--- src/hw/rtl/spcol_pkg.sv ---
`timescale 1ns / 1ps
`default_nettype none
// ----------------------------------------------------------------------------
// spcol_pkg
// Shared types and constants of the sprite pixel collision block.
// ----------------------------------------------------------------------------
package spcol_pkg;

    localparam int MAX_SPRITE = 256;
    localparam int SIZE_W     = 9;
    localparam int FRAME_W    = 12;
    localparam int POS_W      = 16;
    localparam int PIX_W      = 32;
    localparam int CNT_W      = 17;
    localparam int DIV_STEPS  = FRAME_W;
    localparam int DCNT_W     = $clog2(DIV_STEPS);
    localparam int IN_DATA_W  = 152;
    localparam int OUT_DATA_W = 88;

    localparam logic OP_BEGIN = 1'b0;
    localparam logic OP_PIXEL = 1'b1;

    localparam logic [2:0] REG_WIDTH_A  = 3'd0;
    localparam logic [2:0] REG_HEIGHT_A = 3'd1;
    localparam logic [2:0] REG_WIDTH_B  = 3'd2;
    localparam logic [2:0] REG_HEIGHT_B = 3'd3;
    localparam logic [2:0] REG_ACROSS_A = 3'd4;
    localparam logic [2:0] REG_ACROSS_B = 3'd5;
    localparam logic [2:0] REG_KEY_A    = 3'd6;
    localparam logic [2:0] REG_KEY_B    = 3'd7;

    typedef enum logic [2:0] {
        ST_IDLE,
        ST_CALC,
        ST_DIV,
        ST_MUL,
        ST_EMIT,
        ST_SCAN
    } ctrl_state_t;

    typedef struct packed {
        logic capture;
        logic calc;
        logic div_step;
        logic mul;
        logic load_miss;
        logic load_win;
        logic pix;
    } cmd_t;

    typedef struct packed {
        logic miss;
        logic div_last;
        logic out_free;
        logic pix_end;
    } sts_t;

    function automatic logic [SIZE_W-1:0] clamp_size(input logic [SIZE_W-1:0] v);
        return (v > SIZE_W'(MAX_SPRITE)) ? SIZE_W'(MAX_SPRITE) : v;
    endfunction

endpackage
`default_nettype wire

--- src/hw/rtl/spcol_div.sv ---
`timescale 1ns / 1ps
`default_nettype none
// ----------------------------------------------------------------------------
// spcol_div
// Restoring divider, one quotient bit per step, frame number by frames across.
// ----------------------------------------------------------------------------
module spcol_div
    import spcol_pkg::*;
(
    input  wire logic               clk,
    input  wire logic               load,
    input  wire logic               step,
    input  wire logic [FRAME_W-1:0] dividend,
    input  wire logic [SIZE_W-1:0]  divisor,
    output logic      [FRAME_W-1:0] quo,
    output logic      [SIZE_W-1:0]  rem
);

    logic [FRAME_W-1:0] q_reg, q_next;
    logic [SIZE_W-1:0]  r_reg, r_next;
    logic [SIZE_W-1:0]  d_reg;
    logic [SIZE_W:0]    trial;
    logic               ge;

    always_comb
    begin
        trial  = {r_reg, q_reg[FRAME_W-1]};
        ge     = (trial >= {1'b0, d_reg});
        r_next = ge ? SIZE_W'(trial - {1'b0, d_reg}) : trial[SIZE_W-1:0];
        q_next = {q_reg[FRAME_W-2:0], ge};
    end

    always_ff @(posedge clk)
    begin
        if (load)
        begin
            q_reg <= dividend;
            r_reg <= '0;
            d_reg <= divisor;
        end
        else if (step)
        begin
            q_reg <= q_next;
            r_reg <= r_next;
        end
    end

    assign quo = q_reg;
    assign rem = r_reg;

endmodule
`default_nettype wire

--- src/hw/rtl/spcol_ctrl.sv ---
`timescale 1ns / 1ps
`default_nettype none
// ----------------------------------------------------------------------------
// spcol_ctrl
// Sequencer: begin setup (geometry, divide, multiply, emit) and pixel scan.
// ----------------------------------------------------------------------------
module spcol_ctrl
    import spcol_pkg::*;
(
    input  wire logic clk,
    input  wire logic rst_n,
    input  wire logic in_valid,
    input  wire logic in_op,
    output logic      in_ready,
    input  wire sts_t sts,
    output cmd_t      cmd
);

    ctrl_state_t state_reg, state_next;
    logic        acc;

    always_ff @(posedge clk or negedge rst_n)
    begin
        if (!rst_n)
            state_reg <= ST_IDLE;
        else
            state_reg <= state_next;
    end

    always_comb
    begin
        state_next = state_reg;
        cmd        = '0;
        in_ready   = 1'b0;
        acc        = 1'b0;
        unique case (state_reg)
            ST_IDLE, ST_SCAN:
            begin
                in_ready = sts.out_free;
                acc      = in_valid && sts.out_free;
                if (acc)
                begin
                    if (in_op == OP_BEGIN)
                    begin
                        cmd.capture = 1'b1;
                        state_next  = ST_CALC;
                    end
                    else if (state_reg == ST_SCAN)
                    begin
                        cmd.pix = 1'b1;
                        if (sts.pix_end)
                            state_next = ST_IDLE;
                    end
                end
            end
            ST_CALC:
            begin
                cmd.calc   = 1'b1;
                state_next = ST_DIV;
            end
            ST_DIV:
            begin
                cmd.div_step = 1'b1;
                if (sts.div_last)
                    state_next = ST_MUL;
            end
            ST_MUL:
            begin
                cmd.mul    = 1'b1;
                state_next = ST_EMIT;
            end
            ST_EMIT:
            begin
                if (sts.out_free)
                begin
                    if (sts.miss)
                    begin
                        cmd.load_miss = 1'b1;
                        state_next    = ST_IDLE;
                    end
                    else
                    begin
                        cmd.load_win = 1'b1;
                        state_next   = ST_SCAN;
                    end
                end
            end
            default:
            begin
                state_next = ST_IDLE;
            end
        endcase
    end

endmodule
`default_nettype wire

--- src/hw/rtl/spcol_dp.sv ---
`timescale 1ns / 1ps
`default_nettype none
// ----------------------------------------------------------------------------
// spcol_dp
// Datapath: config registers, overlap geometry, frame offsets, pixel scan
// and the output word register.
// ----------------------------------------------------------------------------
module spcol_dp
    import spcol_pkg::*;
(
    input  wire logic                  clk,
    input  wire logic                  rst_n,
    input  wire logic                  cfg_wen,
    input  wire logic [2:0]            cfg_index,
    input  wire logic [31:0]           cfg_data,
    input  wire logic [IN_DATA_W-1:0]  in_data,
    input  wire cmd_t                  cmd,
    output sts_t                       sts,
    output logic                       out_valid,
    input  wire logic                  out_ready,
    output logic [OUT_DATA_W-1:0]      out_data,
    output logic                       out_user
);

    localparam int SW = POS_W + 2;

    logic [SIZE_W-1:0] wa_reg, ha_reg, wb_reg, hb_reg, fxa_reg, fxb_reg;
    logic [PIX_W-1:0]  key_a_reg, key_b_reg;

    always_ff @(posedge clk or negedge rst_n)
    begin
        if (!rst_n)
        begin
            wa_reg    <= SIZE_W'(16);
            ha_reg    <= SIZE_W'(16);
            wb_reg    <= SIZE_W'(16);
            hb_reg    <= SIZE_W'(16);
            fxa_reg   <= SIZE_W'(1);
            fxb_reg   <= SIZE_W'(1);
            key_a_reg <= '0;
            key_b_reg <= '0;
        end
        else if (cfg_wen)
        begin
            unique case (cfg_index)
                REG_WIDTH_A:  wa_reg    <= cfg_data[SIZE_W-1:0];
                REG_HEIGHT_A: ha_reg    <= cfg_data[SIZE_W-1:0];
                REG_WIDTH_B:  wb_reg    <= cfg_data[SIZE_W-1:0];
                REG_HEIGHT_B: hb_reg    <= cfg_data[SIZE_W-1:0];
                REG_ACROSS_A: fxa_reg   <= cfg_data[SIZE_W-1:0];
                REG_ACROSS_B: fxb_reg   <= cfg_data[SIZE_W-1:0];
                REG_KEY_A:    key_a_reg <= cfg_data[PIX_W-1:0];
                REG_KEY_B:    key_b_reg <= cfg_data[PIX_W-1:0];
                default:      ;
            endcase
        end
    end

    // captured begin word
    logic [POS_W-1:0]   xa_reg, ya_reg, xb_reg, yb_reg;
    logic [FRAME_W-1:0] fa_reg, fb_reg;

    always_ff @(posedge clk)
    begin
        if (cmd.capture)
        begin
            xa_reg <= in_data[15:0];
            ya_reg <= in_data[31:16];
            fa_reg <= in_data[43:32];
            xb_reg <= in_data[59:44];
            yb_reg <= in_data[75:60];
            fb_reg <= in_data[87:76];
        end
    end

    // geometry
    logic signed [SW-1:0] sxa, sya, sxb, syb, lx, ly, rx, ry;
    logic [SIZE_W-1:0]    wa, ha, wb, hb, lw, lh, rw, rh, lacr, racr;
    logic                 box_miss, left_b;
    logic [SW-1:0]        dx, dy, tw, th;
    logic [SIZE_W-1:0]    iw, ih;
    logic [POS_W-1:0]     lpy, rpy;

    always_comb
    begin
        sxa = SW'(signed'(xa_reg));
        sya = SW'(signed'(ya_reg));
        sxb = SW'(signed'(xb_reg));
        syb = SW'(signed'(yb_reg));
        wa  = clamp_size(wa_reg);
        ha  = clamp_size(ha_reg);
        wb  = clamp_size(wb_reg);
        hb  = clamp_size(hb_reg);
        box_miss = (sya > syb + $signed({9'd0, hb})) || (sya + $signed({9'd0, ha}) < syb) ||
                   (sxa + $signed({9'd0, wa}) < sxb) || (sxa > sxb + $signed({9'd0, wb}));
        left_b = !(sxb > sxa);
        lx = left_b ? sxb : sxa;
        ly = left_b ? syb : sya;
        rx = left_b ? sxa : sxb;
        ry = left_b ? sya : syb;
        lw = left_b ? wb : wa;
        lh = left_b ? hb : ha;
        rw = left_b ? wa : wb;
        rh = left_b ? ha : hb;
        lacr = left_b ? fxb_reg : fxa_reg;
        racr = left_b ? fxa_reg : fxb_reg;
        if (lacr == '0)
            lacr = SIZE_W'(1);
        if (racr == '0)
            racr = SIZE_W'(1);
        dx = SW'(rx - lx);
        tw = SW'({9'd0, lw}) - dx;
        iw = (tw > SW'({9'd0, rw})) ? rw : tw[SIZE_W-1:0];
        if (ly > ry)
        begin
            dy  = SW'(ly - ry);
            lpy = '0;
            rpy = dy[POS_W-1:0];
            th  = SW'({9'd0, rh}) - dy;
            ih  = (th > SW'({9'd0, lh})) ? lh : th[SIZE_W-1:0];
        end
        else
        begin
            dy  = SW'(ry - ly);
            rpy = '0;
            lpy = dy[POS_W-1:0];
            th  = SW'({9'd0, lh}) - dy;
            ih  = (th > SW'({9'd0, rh})) ? rh : th[SIZE_W-1:0];
        end
    end

    logic                 miss_reg, left_b_reg;
    logic [SIZE_W-1:0]    iw_reg, ih_reg, lw_reg, lh_reg, rw_reg, rh_reg;
    logic [POS_W-1:0]     dx_reg, lpy_reg, rpy_reg;
    logic [DCNT_W-1:0]    dcnt_reg;

    always_ff @(posedge clk)
    begin
        if (cmd.calc)
        begin
            miss_reg   <= box_miss;
            left_b_reg <= left_b;
            iw_reg     <= iw;
            ih_reg     <= ih;
            lw_reg     <= lw;
            lh_reg     <= lh;
            rw_reg     <= rw;
            rh_reg     <= rh;
            dx_reg     <= dx[POS_W-1:0];
            lpy_reg    <= lpy;
            rpy_reg    <= rpy;
        end
    end

    always_ff @(posedge clk or negedge rst_n)
    begin
        if (!rst_n)
            dcnt_reg <= '0;
        else if (cmd.calc)
            dcnt_reg <= '0;
        else if (cmd.div_step)
            dcnt_reg <= dcnt_reg + DCNT_W'(1);
    end

    logic [FRAME_W-1:0] lquo, rquo;
    logic [SIZE_W-1:0]  lrem, rrem;

    spcol_div u_ldiv (
        .clk      (clk),
        .load     (cmd.calc),
        .step     (cmd.div_step),
        .dividend (left_b ? fb_reg : fa_reg),
        .divisor  (lacr),
        .quo      (lquo),
        .rem      (lrem)
    );

    spcol_div u_rdiv (
        .clk      (clk),
        .load     (cmd.calc),
        .step     (cmd.div_step),
        .dividend (left_b ? fa_reg : fb_reg),
        .divisor  (racr),
        .quo      (rquo),
        .rem      (rrem)
    );

    logic [POS_W-1:0] lsx_reg, lsy_reg, rsx_reg, rsy_reg;
    logic [CNT_W-1:0] area_reg;

    always_ff @(posedge clk)
    begin
        if (cmd.mul)
        begin
            lsx_reg  <= POS_W'(18'(lrem) * 18'(lw_reg) + 18'(dx_reg));
            lsy_reg  <= POS_W'(21'(lquo) * 21'(lh_reg) + 21'(lpy_reg));
            rsx_reg  <= POS_W'(18'(rrem) * 18'(rw_reg));
            rsy_reg  <= POS_W'(21'(rquo) * 21'(rh_reg) + 21'(rpy_reg));
            area_reg <= CNT_W'(18'(iw_reg) * 18'(ih_reg));
        end
    end

    // pixel scan
    logic [PIX_W-1:0] lkey_reg, rkey_reg;
    logic [CNT_W-1:0] left_reg;
    logic             hit_now;

    assign hit_now = (in_data[119:88] != lkey_reg) && (in_data[151:120] != rkey_reg);

    always_ff @(posedge clk or negedge rst_n)
    begin
        if (!rst_n)
        begin
            lkey_reg <= '0;
            rkey_reg <= '0;
            left_reg <= '0;
        end
        else if (cmd.load_win)
        begin
            lkey_reg <= left_b_reg ? key_b_reg : key_a_reg;
            rkey_reg <= left_b_reg ? key_a_reg : key_b_reg;
            left_reg <= area_reg;
        end
        else if (cmd.pix)
            left_reg <= left_reg - CNT_W'(1);
    end

    // output word
    logic                  out_valid_reg;
    logic [OUT_DATA_W-1:0] out_data_reg;
    logic                  out_user_reg;

    always_ff @(posedge clk or negedge rst_n)
    begin
        if (!rst_n)
            out_valid_reg <= 1'b0;
        else if (cmd.load_miss || cmd.load_win || (cmd.pix && sts.pix_end))
            out_valid_reg <= 1'b1;
        else if (out_ready)
            out_valid_reg <= 1'b0;
    end

    always_ff @(posedge clk)
    begin
        if (cmd.load_win)
        begin
            out_user_reg <= 1'b0;
            out_data_reg <= {4'd0, rsy_reg, rsx_reg, lsy_reg, lsx_reg,
                             ih_reg, iw_reg, left_b_reg, 1'b0};
        end
        else if (cmd.load_miss || cmd.pix)
        begin
            out_user_reg <= 1'b1;
            out_data_reg <= {87'd0, cmd.pix && hit_now};
        end
    end

    assign sts.miss     = miss_reg || (iw_reg == '0) || (ih_reg == '0);
    assign sts.div_last = (dcnt_reg == DCNT_W'(DIV_STEPS - 1));
    assign sts.out_free = !out_valid_reg || out_ready;
    assign sts.pix_end  = hit_now || (left_reg == CNT_W'(1));

    assign out_valid = out_valid_reg;
    assign out_data  = out_data_reg;
    assign out_user  = out_user_reg;

endmodule
`default_nettype wire

--- src/hw/rtl/sprite_pixel_collision_top.sv ---
`timescale 1ns / 1ps
`default_nettype none
// ----------------------------------------------------------------------------
// sprite_pixel_collision_top
// Pixel-exact collision test of two color-keyed sprites.
// Begin word: window or miss word after capture, geometry, 12 divider
//   steps, multiply and emit, plus output wait.
// Pixel pair: one word per cycle while the output is free; final word registered in the next cycle.
// Reset (rst_n, async low): idle, registers at defaults, output empty.
// ----------------------------------------------------------------------------
module sprite_pixel_collision_top
    import spcol_pkg::*;
(
    input  wire logic                  clk,
    input  wire logic                  rst_n,
    input  wire logic                  cfg_wen,
    input  wire logic [2:0]            cfg_index,
    input  wire logic [31:0]           cfg_data,
    input  wire logic                  s_axis_tvalid,
    output logic                       s_axis_tready,
    // pos_x_a, pos_y_a, frame_a, pos_x_b, pos_y_b, frame_b, pixel_left, pixel_right
    input  wire logic [IN_DATA_W-1:0]  s_axis_tdata,
    // op
    input  wire logic                  s_axis_tuser,
    output logic                       m_axis_tvalid,
    input  wire logic                  m_axis_tready,
    // hit, left_is_b, window_width, window_height,
    // left_src_x, left_src_y, right_src_x, right_src_y, zero pad
    output logic [OUT_DATA_W-1:0]      m_axis_tdata,
    // decided
    output logic                       m_axis_tuser
);

    cmd_t cmd;
    sts_t sts;

    spcol_ctrl u_ctrl (
        .clk      (clk),
        .rst_n    (rst_n),
        .in_valid (s_axis_tvalid),
        .in_op    (s_axis_tuser),
        .in_ready (s_axis_tready),
        .sts      (sts),
        .cmd      (cmd)
    );

    spcol_dp u_dp (
        .clk       (clk),
        .rst_n     (rst_n),
        .cfg_wen   (cfg_wen),
        .cfg_index (cfg_index),
        .cfg_data  (cfg_data),
        .in_data   (s_axis_tdata),
        .cmd       (cmd),
        .sts       (sts),
        .out_valid (m_axis_tvalid),
        .out_ready (m_axis_tready),
        .out_data  (m_axis_tdata),
        .out_user  (m_axis_tuser)
    );

endmodule
`default_nettype wire

--- config.mk ---
export PLATFORM = sky130hd
export DESIGN_NAME = sprite_pixel_collision_top
export DESIGN_NICKNAME = d
export VERILOG_FILES = /design/src/hw/rtl/spcol_pkg.sv /design/src/hw/rtl/spcol_div.sv /design/src/hw/rtl/spcol_ctrl.sv /design/src/hw/rtl/spcol_dp.sv /design/src/hw/rtl/sprite_pixel_collision_top.sv
export SDC_FILE = /design/constraint.sdc
export NUM_CORES = 2
export LEC_CHECK = 0
export BUFFER_PORTS_ARGS = -buffer_cell sky130_fd_sc_hd__buf_2
export CORE_ASPECT_RATIO = 0.7
export CORE_MARGIN = 2
export CORE_UTILIZATION = 69
export CTS_BUF_LIST = sky130_fd_sc_hd__clkbuf_2 sky130_fd_sc_hd__clkbuf_4 sky130_fd_sc_hd__clkbuf_8
export DETAILED_ROUTE_END_ITERATION = 10
export GPL_TIMING_DRIVEN = 0
export PLACE_DENSITY = 0.89
export SETUP_SLACK_MARGIN = 0.4
export SLEW_MARGIN = 20
export SYNTH_ARGS = -nofsm -noshare
export SYNTH_HDL_FRONTEND = slang
export SYNTH_SLANG_ARGS = --single-unit
--- constraint.sdc ---
create_clock -name clk -period 13.15 [get_ports clk]
set_input_delay 1.315 -clock clk [delete_from_list [all_inputs] [get_ports clk]]
set_output_delay 1.315 -clock clk [all_outputs]
set_load 0.05 [all_outputs]
Word level (Yosys, flattened, before mapping)
Cells that the tools add are included.
Storage, ports and cells
  bits in registers: 625
  bits in latches: 0
  bits in writable memories: 0
  ROM bits: 0
  bits of input ports: 193
  output and inout port bits: 91
  memories: 0
Cells by class
  add/sub/neg operators: 17
  $mul: 5
  divide/modulo/power cells: 0
  $lt $le $gt $ge: 15
  eq/ne operators: 21
  shift-type cells: 0
  muxes and demuxes: 59
  bitwise gates (word level): 0
  reductions and logical operators: 36
Operator list (count)
  $mux 84: 2
  $mux 9: 16
  $mux 12: 6
  $mux 18: 4
  $add 16x10->17: 4
  $mux 32: 2
  $ne 32x32->1: 2
  $gt 18x9->1: 3
  $sub 18x18->18: 3
  $sub 9x18->18: 3
  $add 16x16->16: 3
  $gt 9x9->1 const B: 4
  $logic_not 9->1: 4
  $gt 16x17->1: 2
  $lt 17x16->1: 2
  $mux 17: 2
  $mul 12x9->16: 2
  $mul 9x9->16: 2
  $mux 3: 7
  $ge 10x9->1: 2
  $eq 3x3->1 const B: 6
  $gt 18x18->1: 1
  $sub 9x9->9: 2
  $eq 17x1->1 const B: 1
  22 further kinds: 68

Depth between registers and ports, before layout
  depth after elaboration: 9
  gate-level depth with buffers: 38
  gate-level depth less buffers: 30

Modules after synthesis
Synthesis repeated with hierarchy kept, for this count alone.
Second synthesis, totals
  cells, all modules: 4772
  area, all modules: 48728.0 sq um
Modules (own cells, without submodules)
  spcol_dp: times used 1, cells an instance 4432, area each 44980.6 sq um, sequential area each 15842.7 sq um
  spcol_div: times used 2, cells an instance 153, area each 1752.9 sq um, sequential area each 810.8 sq um
  spcol_ctrl: times used 1, cells an instance 34, area each 241.5 sq um, sequential area each 75.1 sq um

Least setup slack after synthesis
No wires, ideal clock.
  path type: in2reg
  start point: in m_axis_tready
  end point: reg u_dp.fa_reg[0], enable pin
  setup time: 0.644 ns
  data arrival time: 7.638 ns
  setup slack: 4.868 ns
  stages: 3
  path through: nand2b_1 nand2_1 nor3_1
RTL lines
  start: declaration: RTL line sprite_pixel_collision_top.sv:26  | input wire logic m_axis_tready,
  end signal: assignment: RTL line spcol_dp.sv:69  | fa_reg <= in_data[43:32];
  end: declaration: RTL line spcol_dp.sv:61  | logic [FRAME_W-1:0] fa_reg, fb_reg;

Worst setup path in the final report
  start point: reg u_dp.xa_reg[12]
  end point: reg u_dp.ih_reg[8] (data pin)
On the way
  word-level cells in the longest chain between the ends: 7
RTL lines
  start: declaration: RTL line spcol_dp.sv:60  | logic [POS_W-1:0] xa_reg, ya_reg, xb_reg, yb_reg;
  start signal: assignment: RTL line spcol_dp.sv:67  | xa_reg <= in_data[15:0];
  $gt 16x16->1 *: RTL line spcol_dp.sv:96  | left_b = !(sxb > sxa);
  $mux 18 (on tied branches): RTL line spcol_dp.sv:100, spcol_dp.sv:98
  $sub 18x18->18 (on tied branches): RTL line spcol_dp.sv:124, spcol_dp.sv:116
  $sub 9x18->18 (on tied branches): RTL line spcol_dp.sv:127, spcol_dp.sv:119
  $gt 18x9->1 (on tied branches): RTL line spcol_dp.sv:128, spcol_dp.sv:120
  $mux 9 (on tied branches): RTL line spcol_dp.sv:128, spcol_dp.sv:120
  $mux 9 *: RTL line spcol_dp.sv:114  | if (ly > ry)
  net u_dp.ih[8]: RTL line spcol_dp.sv:81  | logic [SIZE_W-1:0] iw, ih;
  end signal: assignment: RTL line spcol_dp.sv:144  | ih_reg <= ih;
  end: declaration: RTL line spcol_dp.sv:133  | logic [SIZE_W-1:0] iw_reg, ih_reg, lw_reg, lh_reg, rw_reg, rh_reg;
Mark *: on every way through the listed nets, which the timed path passes. The rest lies on a longest branch.
A chain may end at the register's enable or synchronous reset.

==> results_dict.tcl <==
set metrics [dict create \
    status "complete, but fails checks" \
    violations "DRC" \
    cts_hold_buffers 0 \
    cts_resized 0 \
    start_util 0.700 \
    critical_path_arrival_ns 12.21 \
    drive_gt1_frac 0.120 \
    synth_area_leaders "edfxtp_1, fa_1, dfrtp_1, ha_1, nand2_1" \
    vias 38000 \
    ys_warn_count 0 \
    grt_pass1_wl_um 208000 \
    layout_min_cycle_time_ns 11.75 \
    place_hpwl_um 104000 \
    maxSlewViolCount 0 \
    synth.distinct_cells 91 \
    relSlewSlack 0.238 \
    max_stage_delay_ns 0.84 \
    min_path_type "in -> async" \
    num_rows 80 \
    cpMaxStageDelayCell "clkbuf_1" \
    startpoint_type "register" \
    critPathRequiredTime_ns 13.61 \
    clk_pin_slew_ns 0.06 \
    fin_crit_sh 0.894 \
    clock_skew_ns 0.0559 \
    die-area_mm2 0.0716 \
    crit_top_cell "clkbuf_1" \
    grt_max_degree 103 \
    synth_seq_cells 625 \
    critPathKind "reg -> reg" \
    worst_pin_slew_ns 1.14 \
    synth_top_area_share 0.249 \
    gr-usage-all-layers 0.377 \
    largest_reg_flops 84 \
    portBuffers 276 \
    pin_count 284 \
    core-area_mm2 0.0685 \
    hold_violations 0 \
    antenna_found_initial 11 \
    drc 2 \
    drtIter0Drc 4434 \
    fmax_mhz 85.1 \
    overflow 0 \
    avgSynthCellArea_um2 10.1 \
    syn-cell-area_mm2 0.0479 \
    maxCapViolCount 0 \
    synth_area_leader_cell "edfxtp_1" \
    seq_area_frac_synth 0.366 \
    path_max_fanout 10 \
    wirelength_um 134000 \
    synthToLayoutAreaGrowth_pct 10.1 \
    setup_tns_ns 0 \
    synth_ff_type "edfxtp_1" \
    wl_per_cell_um 21.9 \
    clock-root-buffer "clkbuf_8" \
    gp_congestion 1.01 \
    htree_levels 3 \
    nNetsFinal 6020 \
    cts_setup_buffers 0 \
    numCtsBuffers 93 \
    vias_per_cell 6.20 \
    clkSinkCount 625 \
    endpoint_kind "register" \
    synth-edff-count 398 \
    rsz0062_at_grt "false" \
    grt_pass1_vias 37600 \
    synth_cells 4758 \
    clk_latency_ns 0.77 \
    postRouteAntennaNets 0 \
    synthArstFlopShare 0.331 \
    dr.pass1.iters 9 \
    fp.dieH_um 225 \
    cts_tree "yes" \
    cts.path.max_buffers 3 \
    n_fill_cell 4373 \
    die-width_um 319 \
    setup-violations-final 0 \
]
## synth_stat cells, types with 96 or more instances
library cell  number
a21oi_1          168
and2_1           192
clkbuf_1         189
dfrtp_1          201
edfxtp_1         398
fa_1             315
ha_1             365
inv_1            545
mux2_2           127
mux2i_1           96
nand2_1          620
nor2_1           210
o21ai_0          203
xnor2_1          176
xor2_1           119
## through the flow
step           instance area, um2  hold slack, ns   util  instances  setup slack, ns
6_report                    52800           0.433  0.771       6133             1.40
5_1_grt                     52800           0.412  0.771       6131             1.08
4_1_cts                     52800           0.400  0.771       6124             1.77
3_5_place_dp                50700           0.452  0.741       5954             1.84
3_3_place_gp                50500           0.437  0.737       5939             1.45
2_1_floorplan               47900           0.426      -       4761             4.87
## routing by layer
layer  track usage  share of wire  wire length, um  up-vias
li1              -              -                -    16800
met1         0.539           0.41            55500    18500
met2         0.555           0.42            57000     2322
met3         0.114           0.13            17700      340
met4         0.117          0.031             4190        6
met5       0.00943        0.00087              117        -
## final cells by class
cell class	instances	area (um2)	area share
clock buffer	138	1740	0.0329
timing repair buffer	291	1620	0.0308
tap	902	1130	0.0214
multi-input combinational	3375	27500	0.522
antenna	9	22.5	0.000427
buffer	212	830	0.0157
inverter	549	2060	0.0390
clock inverter	32	289	0.00548
sequential	625	17500	0.332
## cells by family after synthesis
| family | Yosys count | synth area share |
|---|---|---|
| AO/OA/AOI/OAI | 702 | 0.0931 |
| XOR/XNOR | 295 | 0.0539 |
| adder cells (fa/ha/maj) | 707 | 0.232 |
| buffers and inverters | 761 | 0.0602 |
| other | 1 | 0.0000782 |
| flip-flops | 625 | 0.366 |
| multiplexers | 224 | 0.0501 |
| AND/OR/NAND/NOR | 1443 | 0.144 |
## critical path: cells and delay by family, from the launching register on
family	cells	cell delay [ns]
compound gates	11	2.76
xor+xnor	2	0.39
fa+ha+maj	4	1.27
buf+inv	11	4.65
flops	1	0.50
mux	1	0.20
simple gates	8	1.65
## path summary, 6_finish.rpt
path                                   start                end  slack, ns  cells after the start
setup reg to reg             u_dp.xa_reg[12]     u_dp.ih_reg[8]       1.40                     37
setup / recovery             u_dp.xa_reg[12]     u_dp.ih_reg[8]       1.40                     37
hold / removal                         rst_n  u_dp.lkey_reg[19]       0.43                      1
max in group asynchronous              rst_n     u_dp.hb_reg[4]      11.56                      3
min in group clk           u_dp.area_reg[10]  u_dp.left_reg[10]       0.47                      2
hold reg to reg            u_dp.area_reg[10]  u_dp.left_reg[10]       0.47                      2
## placed cells by master, fill, tap and decap left out, drive strengths merged, types with 10 or more instances in the layout
master,Yosys,final
nor2b,73,73
and2,193,193
nor2,210,210
a21o,65,65
o211ai,15,15
clkinv,1,19
nand2b,54,54
o21a,25,25
nand3,41,41
nor4,32,32
a21oi,169,169
fa,315,315
o21ai,204,204
o31ai,12,12
ha,365,365
a211oi,18,18
mux2,128,128
nor3,43,43
or2,10,10
nand4,28,28
and3,89,89
a221oi,12,12
mux2i,96,96
maj3,27,27
xor2,119,119
dfrtp,201,201
dfxtp,20,20
xnor2,176,176
buf,22,313
edfxtp,398,398
nand2,620,620
o21bai,47,47
inv,548,553
o22ai,24,24
or3,17,17
a31oi,36,36
clkbuf,190,328
Power is not shown: default switching activity piles up to over one toggle a cycle in this logic, so the estimate is an artifact.
